<file path="config.mk">
export PLATFORM = sky130hd
export DESIGN_NAME = iorc_ctrl
export DESIGN_NICKNAME = d
export VERILOG_FILES = /design/src/design/iorc_pkg.sv /design/src/design/iorc_ctrl.sv
export SDC_FILE = /design/constraint.sdc
export NUM_CORES = 1
export LEC_CHECK = 0
export ABC_AREA = 1
export BUFFER_PORTS_ARGS = -buffer_cell sky130_fd_sc_hd__buf_2
export CAP_MARGIN = 20
export CORE_UTILIZATION = 44
export CTS_CLUSTER_DIAMETER = 100
export CTS_CLUSTER_SIZE = 24
export DETAILED_ROUTE_END_ITERATION = 10
export MAX_ROUTING_LAYER = met4
export PLACE_DENSITY = 0.74
export SYNTH_ARGS = -nofsm -noshare
export SYNTH_HDL_FRONTEND = slang
export SYNTH_SLANG_ARGS = --single-unit
</file>
<file path="constraint.sdc">
create_clock -name clk_i -period 1.5 [get_ports clk_i]
set_clock_uncertainty 0.2 [all_clocks]
set_input_delay 0.3 -clock clk_i [delete_from_list [all_inputs] [get_ports clk_i]]
set_output_delay 0.3 -clock clk_i [all_outputs]
set_load 0.01 [all_outputs]
</file>
<file path="src/design/iorc_pkg.sv">
// shared types and constants for the interval overlap removal counter
package iorc_pkg;

  localparam int unsigned MAX_INTERVALS = 1024;
  localparam int unsigned COUNT_W = 11;
  localparam logic [COUNT_W-1:0] COUNT_MAX = '1;

  typedef struct packed {
    logic signed [31:0] start_point;
    logic signed [31:0] end_point;
    logic               final_item;
  } in_item_t;

  typedef struct packed {
    logic [COUNT_W-1:0] removed_count;
    logic               set_overflowed;
  } out_item_t;

  typedef enum logic [2:0] {
    RD_I    = 3'd0,
    RD_IM1  = 3'd1,
    RD_JM2  = 3'd2,
    RD_I1   = 3'd3,
    RD_ZERO = 3'd4
  } rd_sel_e;

  typedef struct packed {
    logic    store;
    logic    clear;
    logic    i_set1;
    logic    key_load;
    logic    shift;
    logic    place;
    logic    cur_load;
    logic    scan_step;
    logic    removed_clr;
    rd_sel_e rd_sel;
  } dp_cmd_t;

  typedef struct packed {
    logic i_ge_n;
    logic i1_ge_n;
    logic j_is1;
    logic gt;
    logic n_zero;
  } dp_status_t;

endpackage

</file>
<file path="src/design/iorc_ctrl.sv">
// controller: load, insertion sort, greedy scan and result hand-off
module iorc_ctrl (
  input  logic                 clk_i,
  input  logic                 rst_ni,
  input  logic                 in_valid_i,
  output logic                 in_ready_o,
  input  logic                 final_item_i,
  output logic                 out_valid_o,
  input  logic                 out_ready_i,
  input  iorc_pkg::dp_status_t status_i,
  output iorc_pkg::dp_cmd_t    cmd_o
);
  import iorc_pkg::*;

  typedef enum logic [7:0] {
    S_LOAD       = 8'b0000_0001,
    S_SORT_CHK   = 8'b0000_0010,
    S_KEY        = 8'b0000_0100,
    S_CMP        = 8'b0000_1000,
    S_PLACE      = 8'b0001_0000,
    S_SCAN_INIT  = 8'b0010_0000,
    S_SCAN_FIRST = 8'b0100_0000,
    S_SCAN       = 8'b1000_0000
  } state_e;

  state_e state_q, state_d;
  logic   done_q, done_d;

  always_comb begin
    state_d = state_q;
    done_d  = done_q;
    cmd_o   = '0;
    cmd_o.rd_sel = RD_I;
    case (state_q)
      S_LOAD: begin
        if (done_q) begin
          if (out_ready_i) begin
            cmd_o.clear = 1'b1;
            done_d      = 1'b0;
          end
        end else if (in_valid_i) begin
          cmd_o.store = 1'b1;
          if (final_item_i) begin
            cmd_o.i_set1 = 1'b1;
            state_d      = S_SORT_CHK;
          end
        end
      end
      S_SORT_CHK: begin
        if (status_i.i_ge_n) begin
          state_d = S_SCAN_INIT;
        end else begin
          cmd_o.rd_sel = RD_I;
          state_d      = S_KEY;
        end
      end
      S_KEY: begin
        cmd_o.key_load = 1'b1;
        cmd_o.rd_sel   = RD_IM1;
        state_d        = S_CMP;
      end
      S_CMP: begin
        if (status_i.gt) begin
          cmd_o.shift = 1'b1;
          if (status_i.j_is1) begin
            state_d = S_PLACE;
          end else begin
            cmd_o.rd_sel = RD_JM2;
          end
        end else begin
          cmd_o.place = 1'b1;
          state_d     = S_SORT_CHK;
        end
      end
      S_PLACE: begin
        cmd_o.place = 1'b1;
        state_d     = S_SORT_CHK;
      end
      S_SCAN_INIT: begin
        cmd_o.removed_clr = 1'b1;
        if (status_i.n_zero) begin
          done_d  = 1'b1;
          state_d = S_LOAD;
        end else begin
          cmd_o.rd_sel = RD_ZERO;
          cmd_o.i_set1 = 1'b1;
          state_d      = S_SCAN_FIRST;
        end
      end
      S_SCAN_FIRST: begin
        cmd_o.cur_load = 1'b1;
        if (status_i.i_ge_n) begin
          done_d  = 1'b1;
          state_d = S_LOAD;
        end else begin
          cmd_o.rd_sel = RD_I;
          state_d      = S_SCAN;
        end
      end
      S_SCAN: begin
        cmd_o.scan_step = 1'b1;
        if (status_i.i1_ge_n) begin
          done_d  = 1'b1;
          state_d = S_LOAD;
        end else begin
          cmd_o.rd_sel = RD_I1;
        end
      end
      default: begin
        state_d = S_LOAD;
      end
    endcase
  end

  always_ff @(posedge clk_i or negedge rst_ni) begin
    if (!rst_ni) begin
      state_q <= S_LOAD;
      done_q  <= 1'b0;
    end else begin
      state_q <= state_d;
      done_q  <= done_d;
    end
  end

  assign in_ready_o  = (state_q == S_LOAD) && !done_q;
  assign out_valid_o = (state_q == S_LOAD) && done_q;

endmodule

</file>
==> results of run 1 <==
-- final cells by class --
class                      count  share of cell area (%)
timing repair buffer          59                    34.2
tap                           16                    1.49
clock buffer                   4                    1.95
multi-input combinational     73                    38.1
inverter                      26                    7.43
sequential                     9                    16.8
-- through the flow --
| step | cell area [um2] | util (%) | setup WS [ns] | std cells | total power [mW] |
|---|---|---|---|---|---|
| global placement | 1020 | 66.4 | -0.166 | 164 | 1.23 |
| CTS | 1190 | 77.4 | -0.490 | 178 | 1.63 |
| finish | 1350 | 87.3 | -0.545 | 187 | 1.84 |
| global route | 1350 | 87.3 | -0.655 | 187 | 1.96 |
| floorplan | 761 | - | -0.144 | 108 | 1.00 |
| detailed placement | 1020 | 66.4 | -0.198 | 164 | 1.25 |
-- kinds of logic after synthesis --
logic type,synth area share (%)
AO/OA/AOI/OAI,6.79
buffers and inverters,13.6
AND/OR/NAND/NOR,48.9
flip-flops,30.7
-- layout by cell type, fill, tap and decap left out, drive strengths merged --
| cell | netlist | layout |
|---|---|---|
| nand3 | 5 | 5 |
| inv | 26 | 26 |
| nor3 | 3 | 3 |
| o21ai | 7 | 7 |
| clkbuf | 0 | 4 |
| dlygate4sd3 | 0 | 2 |
| nand3b | 1 | 1 |
| nand4 | 1 | 1 |
| dfrtp | 8 | 8 |
| nor2 | 24 | 24 |
| dfstp | 1 | 1 |
| nand2 | 32 | 32 |
| buf | 0 | 57 |
-- sequential cells by signal, summed over array words and instances (netlist names) --
name and flops:
state_q 8, done_q 1
-- power breakdown --
group / total, mW / leakage [nW] / internal, mW / switching, mW
clock network: 0.204 / 0.0150 / 0.103 / 0.100
logic: 1.28 / 0.654 / 0.609 / 0.671
registers: 0.362 / 0.120 / 0.304 / 0.0578
total: 1.84 / 0.789 / 1.02 / 0.829
-- routing by layer --
layer	vias up	wire length [um]	GRT usage, %
met5	-	0	-
met4	0	144	15.6
met3	17	137	7.66
met2	38	1300	45.5
met1	449	1060	29.6
li1	450	-	-
-- repair_timing --
item                                    in CTS  in global routing
setup buffers                                9                 11
hold buffers                                 1                  1
pin swaps                                    3                 10
endpoints found under the setup margin      18                 21
resized for setup                           15                 22
hold endpoints to repair                     9                  1
-- final timing paths --
| kind | start | slack, ns | endpoint | cells past startpoint |
|---|---|---|---|---|
| min reg2reg | done_q | 0.48 | state_q[0] | 2 |
| max in group asynchronous | rst_ni | 0.57 | state_q[0] | 2 |
| max | state_q[2] | -0.55 | cmd_o[9] | 8 |
| min in group asynchronous | rst_ni | 0.27 | state_q[2] | 2 |
| min | status_i[2] | 0.008 | state_q[3] | 2 |
| max reg2reg | state_q[0] | -0.26 | done_q | 10 |
==> impl_metrics.toml, run 1 <==
[global_route]
antenna_found_initial = 0
grt_pass1_wl_um = 3570
grt_pass1_vias = 858
grt_max_degree = 10
track_usage_pct = 27.6
overflow = 0

[clock_network]
clock-sinks = 9
cts-root-buf = "clkbuf_4"
cts-buffers-inserted = 3
htreeDepth = 1
clk_pin_slew_ns = 0.07
cts_buffer_depth = 2
tritoncts = "built"
worstSkewPairLatency_ns = 0.28

[place]
io_buffers = 23
gp_congestion = 0.874
place_hpwl_um = 1450

[logic_synthesis]
synth_seq_cells = 9
ys_seq_area_share_pct = 30.7
yosysTopAreaCell = "dfrtp_1"
ys_types = 22
synth_most_common_cell = "nand2_1"
synth_area_leaders = "dfrtp_1 27%, nand2_1 11%, nor2_1 8.1%, inv_1 7.1%, nand2_2 6.8%"
ys.flop_type = "dfrtp_1"
synth_top_area_share_pct = 27.2
synth_fp_nets = 118
synthTopCellsByCount = "22 x nand2_1, 16 x nor2_1, 14 x inv_1, 11 x inv_2"
syn_avg_cell_area_um2 = 6.82
synthArstFlopShare_pct = 100
synth_edf_count = 0
synth_area_um2 = 737
syn_inst = 108
ys_warn_count = 0

[detailed_routing]
via_per_inst = 5.10
drt_iter0_drc = 28
dr.pass1.iters = 4
vias = 954
final_antenna_net_count = 0
finalWirelength_um = 2650
avgRoutedWirePerCell_um = 14.1
drcViolationCount = 0

[hold_path]
min_path_type = "in2reg"

[worst_setup_path]
critPathTopFamily = "simple AND/OR/NAND/NOR gates"
end_kind = "output port"
worstPathMaxFanout = 5
critPathLaunchType = "register"
critical_path.n_buffers_inverters = 3
setup.worst_path.class = "reg2out"
cp_slowest_cell = "dfrtp_1"
arrival_ns = 1.55
cpPeakStageDelay_ns = 0.42
cp.required_ns = 1.00
cpMostUsedCell = "nand2_2"
crit_chain = "inv_2 > nand2_2 > nor2_4 > nand2_2 > inv_2 > nand2_2 > o21ai_2 > buf_2"

[timing]
finalHoldViolations = 0
finalSetupViolCount = 19
relSlewSlack_pct = 83.4
finalSetupTns_ns = -7.20
post-route-min-period_ns = 2.05
hold_ws_ns = 0.00756
timing.final.crit_share_pct = 136
slew_violations = 0
tightestPinTransition_ns = 0.250
final.setup.worst_slack_ns = -0.545
fmax_mhz = 489
rsz0062_at_grt = "yes"

[layout]
regArea_um2 = 226
syn2layout_area_growth_pct = 82.7
final_nets = 182
multi_input_area_um2 = 513
drive_gt1_share_pct = 65.5
fillers = 78
antennaDiodeCount = 0

[floorplan]
rows = 14
io_pins = 24
core-area_um2 = 1540
die_y_um = 42.9
die_w_um = 42.9
die_area_um2 = 1840
initial_core_util_pct = 47.8

[job]
maxCapViolations = 0

[status]
outcome = "finished with violations"
violations = "setup timing"

[power]
power.leakage_nw = 0.789
ir_drop_v = 0.00117
power.density_nw_per_um2 = 1370
Note: power is estimated with default switching activity, not from simulation.
==> run 2: changes to the inputs <==
Settings changed: ABC_AREA 1 to default, CORE_UTILIZATION 44 to 42, PLACE_DENSITY 0.74 to 0.73.
==> impl_metrics.toml, run 2 <==
[timing]
rsz0062_at_grt = "yes"
tightestPinTransition_ns = 0.489
slew_violations = 0
fmax_mhz = 379
post-route-min-period_ns = 2.64
relSlewSlack_pct = 67.0
finalHoldViolations = 0
finalSetupViolCount = 23
timing.final.crit_share_pct = 176
finalSetupTns_ns = -16.60
final.setup.worst_slack_ns = -1.14

[place]
io_buffers = 23
dp_slack_ns = -0.826
place_hpwl_um = 1500
dp_cells = 130
gp_congestion = 0.837

[clock_network]
worstSkewPairLatency_ns = 0.27
cts_buffer_depth = 2
cts-buffers-inserted = 3
clock-sinks = 9
htreeDepth = 1
clk_pin_slew_ns = 0.07
cts-root-buf = "clkbuf_4"
tritoncts = "built"

[logic_synthesis]
synth_area_um2 = 647
synth_top_family_by_area = "simple AND/OR/NAND/NOR gates"
ys_seq_area_share_pct = 35.0
syn_inst = 76
synth-simple-area-share_pct = 40.2
synth_mux_area_share_pct = 0
synth_fp_nets = 86
synth_top_area_share_pct = 30.9
ys_types = 36
yosys.area_share.adder_pct = 0
synthTopCellsByCount = "9 x nor2_1, 8 x dfrtp_1, 6 x nor2b_1, 4 x nand2_1, 4 x o21ai_0"
ys_warn_count = 0
ys.flop_type = "dfrtp_1"
synth_edf_count = 0
synth_seq_cells = 9
synth-xor-area-share_pct = 1.35
synth_compound_area_share_pct = 19.1
synth_most_common_cell = "nor2_1"
synth_area_leaders = "dfrtp_1 31%, nor2b_1 5.8%, nor2_1 5.2%, dfstp_2 4.1%, nor3b_1 3.5%"
synthArstFlopShare_pct = 100
syn_avg_cell_area_um2 = 8.51
yosysTopAreaCell = "dfrtp_1"

[layout]
largest_register_ffs = 8
top_regs = "state_q: 8 flops, done_q: 1 flops"
utilization_pct = 86.9
fin_cells = 142
drive_gt1_share_pct = 61.4
largest_register = "state_q"
final_cell_mix = "19 x buf_2, 18 x buf_4, 13 x buf_6, 8 x dfrtp_1, 7 x nor2_1"
fillers = 70
syn2layout_area_growth_pct = 83.6
final_common_cell = "buf_2"
final_nets = 138
antennaDiodeCount = 0

[floorplan]
die_w_um = 41.2
die_area_um2 = 1700
die_y_um = 41.2
rows = 13
core-area_um2 = 1370
io_pins = 24
initial_core_util_pct = 47.3

[worst_setup_path]
crit_start = "state_q[4]"
rrSetupSlack_ns = -0.82
critPathLaunchType = "register"
cp.required_ns = 1.00
reg2reg_to = "state_q[0]"
worstPathMaxFanout = 5
end_kind = "output port"
r2r-start = "state_q[4]"
arrival_ns = 2.14
setup.worst_path.class = "reg2out"
reg2reg_depth = 7

[detailed_routing]
vias = 808
drcViolationCount = 0
dr.pass1.iters = 4
via_per_inst = 5.69
avgRoutedWirePerCell_um = 16.9
drt_iter0_drc = 24
finalWirelength_um = 2390
final_antenna_net_count = 0

[power]
power.leakage_nw = 0.590
power.density_nw_per_um2 = 1120
ir_drop_v = 0.000880

[global_route]
grt_pass1_vias = 695
antenna_found_initial = 0
grt_max_degree = 10
grt_pass1_wl_um = 3030
overflow = 0
track_usage_pct = 29.8

[hold_path]
hp-start = "status_i[4]"
min_to = "state_q[2]"
min_path_type = "in2reg"
whs_path_depth = 2

[status]
violations = "setup timing"
outcome = "finished with violations"

[job]
maxCapViolations = 0
==> run 2: changes by cell type in the layout (fill, tap and decap cells not counted), sizes merged, moves of 3 or more <==
cell,delta
buf,-7
inv,-23
nand2,-28
nand3,-3
nor2,-15
nor2b,+6
nor3b,+3
or3,+4
==> run 2: through the flow <==
| step | cell area, um2 | hold WS, ns | power, mW |
|---|---|---|---|
| after global routing | 1190 | 0.0608 | 1.40 |
| final | 1190 | 0.0510 | 1.34 |
| after detailed placement | 943 | -0.0309 | 0.873 |
| after global placement | 943 | -0.0352 | 0.848 |
| after CTS | 1100 | 0.0324 | 1.20 |
| after floorplan | 679 | -0.196 | 0.602 |
==> run 2: worst max-delay path by stage <==
stage / to
2_1_floorplan: cmd_o[1]
3_3_place_gp: cmd_o[1]
3_5_place_dp: cmd_o[1]
4_1_cts: cmd_o[9]
5_1_grt: cmd_o[9]
6_report: cmd_o[1]
==> run 2: cells by family (layout without fill, tap and decap cells) <==
logic type	Yosys count	count (layout)
flops	9	9
xor+xnor	1	1
compound gates	16	16
buf+inv	7	58
simple gates	43	43
==> run 2: final cells by class <==
cell class	instances	area, um2	share of cell area [%]
flip-flops and latches	9	226	19.1
multi-input cells	60	518	43.6
inverters	3	11.3	0.948
well taps	15	18.8	1.58
clock buffers	4	26.3	2.21
repair buffers	51	387	32.6
==> run 2: critical path, cell delays in order (launching register included) <==
cell	delay, ns
dfrtp_1	0.43
or3_4	0.36
or3_4	0.35
or4_4	0.52
o21ai_4	0.09
buf_6	0.12
==> run 2: report_power, final <==
group / internal, mW / total, mW / leakage [nW] / switching, mW
logic: 0.448 / 0.833 / 0.454 / 0.386
registers: 0.278 / 0.298 / 0.122 / 0.0196
clock network: 0.103 / 0.204 / 0.0150 / 0.101
==> run 2: metal layers <==
metal	share of wire, %	GRT usage (%)	vias to the layer above
met5	0	-	-
met4	1.9	16.1	0
met3	5.7	3.80	6
met2	52	50.0	37
met1	41	34.1	388
li1	-	-	377
==> run 2: repair_timing <==
action                                  in CTS  in global routing
endpoints found under the setup margin      23                 23
setup buffers                                4                  3
pin swaps                                    8                  4
gates resized for setup                     20                 12
hold buffers                                 1                  0
hold endpoints to repair                     9                  0
==> run 3: changes to the inputs <==
Settings changed: CELL_PAD_IN_SITES_DETAIL_PLACEMENT from default to 0, CELL_PAD_IN_SITES_GLOBAL_PLACEMENT from default to 1, CORE_UTILIZATION 42 to 30, PLACE_DENSITY 0.73 to default, PLACE_DENSITY_LB_ADDON from default to 0.1.
==> impl_metrics.toml, run 3 (synthesis gave the netlist of run 2 again) <==
[worst_setup_path]
cpPeakStageDelay_ns = 0.53
cp.required_ns = 1.00
cpMostUsedCell = "or3_4"
end_kind = "output port"
worstPathMaxFanout = 2
rrSetupSlack_ns = -0.71
reg2reg_to = "state_q[0]"
setup.worst_path.class = "reg2out"
arrival_ns = 2.13
crit_chain = "or3_4 > or3_4 > or4_4 > o21ai_4 > buf_6"
reg2reg_depth = 6
critical_path.n_buffers_inverters = 1
critPathLaunchType = "register"
critPathTopFamily = "simple AND/OR/NAND/NOR gates"
r2r-start = "state_q[2]"
cp_slowest_cell = "or4_4"

[clock_network]
tritoncts = "built"
htreeDepth = 1
cts-buffers-inserted = 3
cts-root-buf = "clkbuf_4"
clock-sinks = 9
cts_buffer_depth = 2
worstSkewPairLatency_ns = 0.26
clk_pin_slew_ns = 0.06

[global_route]
grt_pass1_vias = 713
busiest_layer = "met2"
use_met2_pct = 32.6
grt_max_degree = 10
antenna_found_initial = 0
overflow = 0
grt.met1_usage_pct = 21.2
track_usage_pct = 18.8
use_met3_pct = 0.943
grt_pass1_wl_um = 3200

[job]
maxCapViolations = 0

[detailed_routing]
drt_iter0_drc = 5
drcViolationCount = 0
final_antenna_net_count = 0
avgRoutedWirePerCell_um = 12.7
vias = 784
finalWirelength_um = 2060
via_per_inst = 4.84
dr.pass1.iters = 4

[hold_path]
min_to = "state_q[2]"
whs_path_depth = 2
min_path_type = "in2reg"
hp-start = "status_i[4]"

[layout]
largest_register_ffs = 8
antennaDiodeCount = 0
syn2layout_area_growth_pct = 94.0
stdcell_area_um2 = 1250
final_common_cell = "buf_4"
fin_cells = 162
final_cell_mix = "25 x buf_4, 19 x buf_2, 14 x buf_6, 8 x dfrtp_1, 7 x nor2_1"
top_regs = "state_q: 8 flops, done_q: 1 flops"
largest_register = "state_q"
fillers = 187
final_nets = 146
drive_gt1_share_pct = 62.2

[timing]
timing.final.crit_share_pct = 175
post-route-min-period_ns = 2.63
finalSetupViolCount = 23
hold_ws_ns = 0.0509
fmax_mhz = 381
finalHoldViolations = 0
slew_violations = 0
tightestPinTransition_ns = 0.361
rsz0062_at_grt = "yes"
relSlewSlack_pct = 75.7
final.setup.worst_slack_ns = -1.13

[place]
gp_congestion = 0.736
placed_area_um2 = 966
io_buffers = 23
dp_slack_ns = -0.829
dp_cells = 143
place_hpwl_um = 1430

[power]
power.density_nw_per_um2 = 1090
p_switching_uw = 475
combPwrFrac_pct = 64.6
p_int_uw = 887
power_mw = 1.36
clkPwrFrac_pct = 14.0
p_seq_share_pct = 21.4
power.leakage_nw = 0.626
ir_drop_v = 0.000716
p_sw_share_pct = 34.9

[floorplan]
core-area_um2 = 2000
io_pins = 24
die_w_um = 48.4
die_y_um = 48.4
rows = 16
die_area_um2 = 2350
initial_core_util_pct = 32.3

[status]
violations = "setup timing"
outcome = "finished with violations"
[run 3: per-layer routing]
layer  part of all wire (%)  routed length [um]
met5                      0                   0
met4                    2.9                  59
met3                    2.3                  48
met2                     51                1050
met1                     44                 903
[run 3: power groups by stage]
stage / Combinational, mW / Clock (mW) / Sequential (mW)
after detailed placement: 0.546 / 0 / 0.294
after global routing: 0.948 / 0.217 / 0.293
after CTS: 0.741 / 0.198 / 0.291
final: 0.880 / 0.191 / 0.291
after floorplan: 0.311 / 0 / 0.291
after global placement: 0.544 / 0 / 0.294
[run 3: what timing repair did]
item / 4_1_cts / 5_1_grt
setup endpoints to repair: 23 / 23
endpoints found under the hold margin: 9 / 0
buffers inserted: 6 / 8
pin swaps: 7 / 11
hold buffers: 1 / 0
gates resized for setup: 17 / 14
[run 3: layout make-up]
type                            count  area, um2  share of cell area, %
Tap cell                           27       33.8                   2.69
Clock buffer                        4       26.3                   2.09
Multi-Input combinational cell     60        507                   40.4
Sequential cell                     9        226                   18.0
Timing Repair Buffer               59        450                   35.9
Inverter                            3       11.3                  0.897
[run 3: worst max path at each step]
stage / from / to / depth (start not counted)
after floorplan: state_q[2] / cmd_o[1] / 5
after global placement: state_q[2] / cmd_o[5] / 5
after detailed placement: state_q[2] / cmd_o[1] / 5
after CTS: state_q[2] / cmd_o[9] / 7
after global routing: state_q[2] / cmd_o[9] / 7
final: state_q[2] / cmd_o[1] / 5
[run 3: through the flow]
stage / TNS, ns / utilization, %
2_1_floorplan: -10.25 / -
3_3_place_gp: -12.36 / 48.3
3_5_place_dp: -12.58 / 48.3
4_1_cts: -16.33 / 56.2
5_1_grt: -18.83 / 62.7
6_report: -17.46 / 62.7
[run 3: worst register-to-register path, stage by stage, from the launching register on]
cell and delay, ns:
dfrtp_1 0.37, or3_4 0.39, or3_4 0.35, or4_4 0.53, o21ai_4 0.10, buf_6 0.12
o211ai_2 0.08
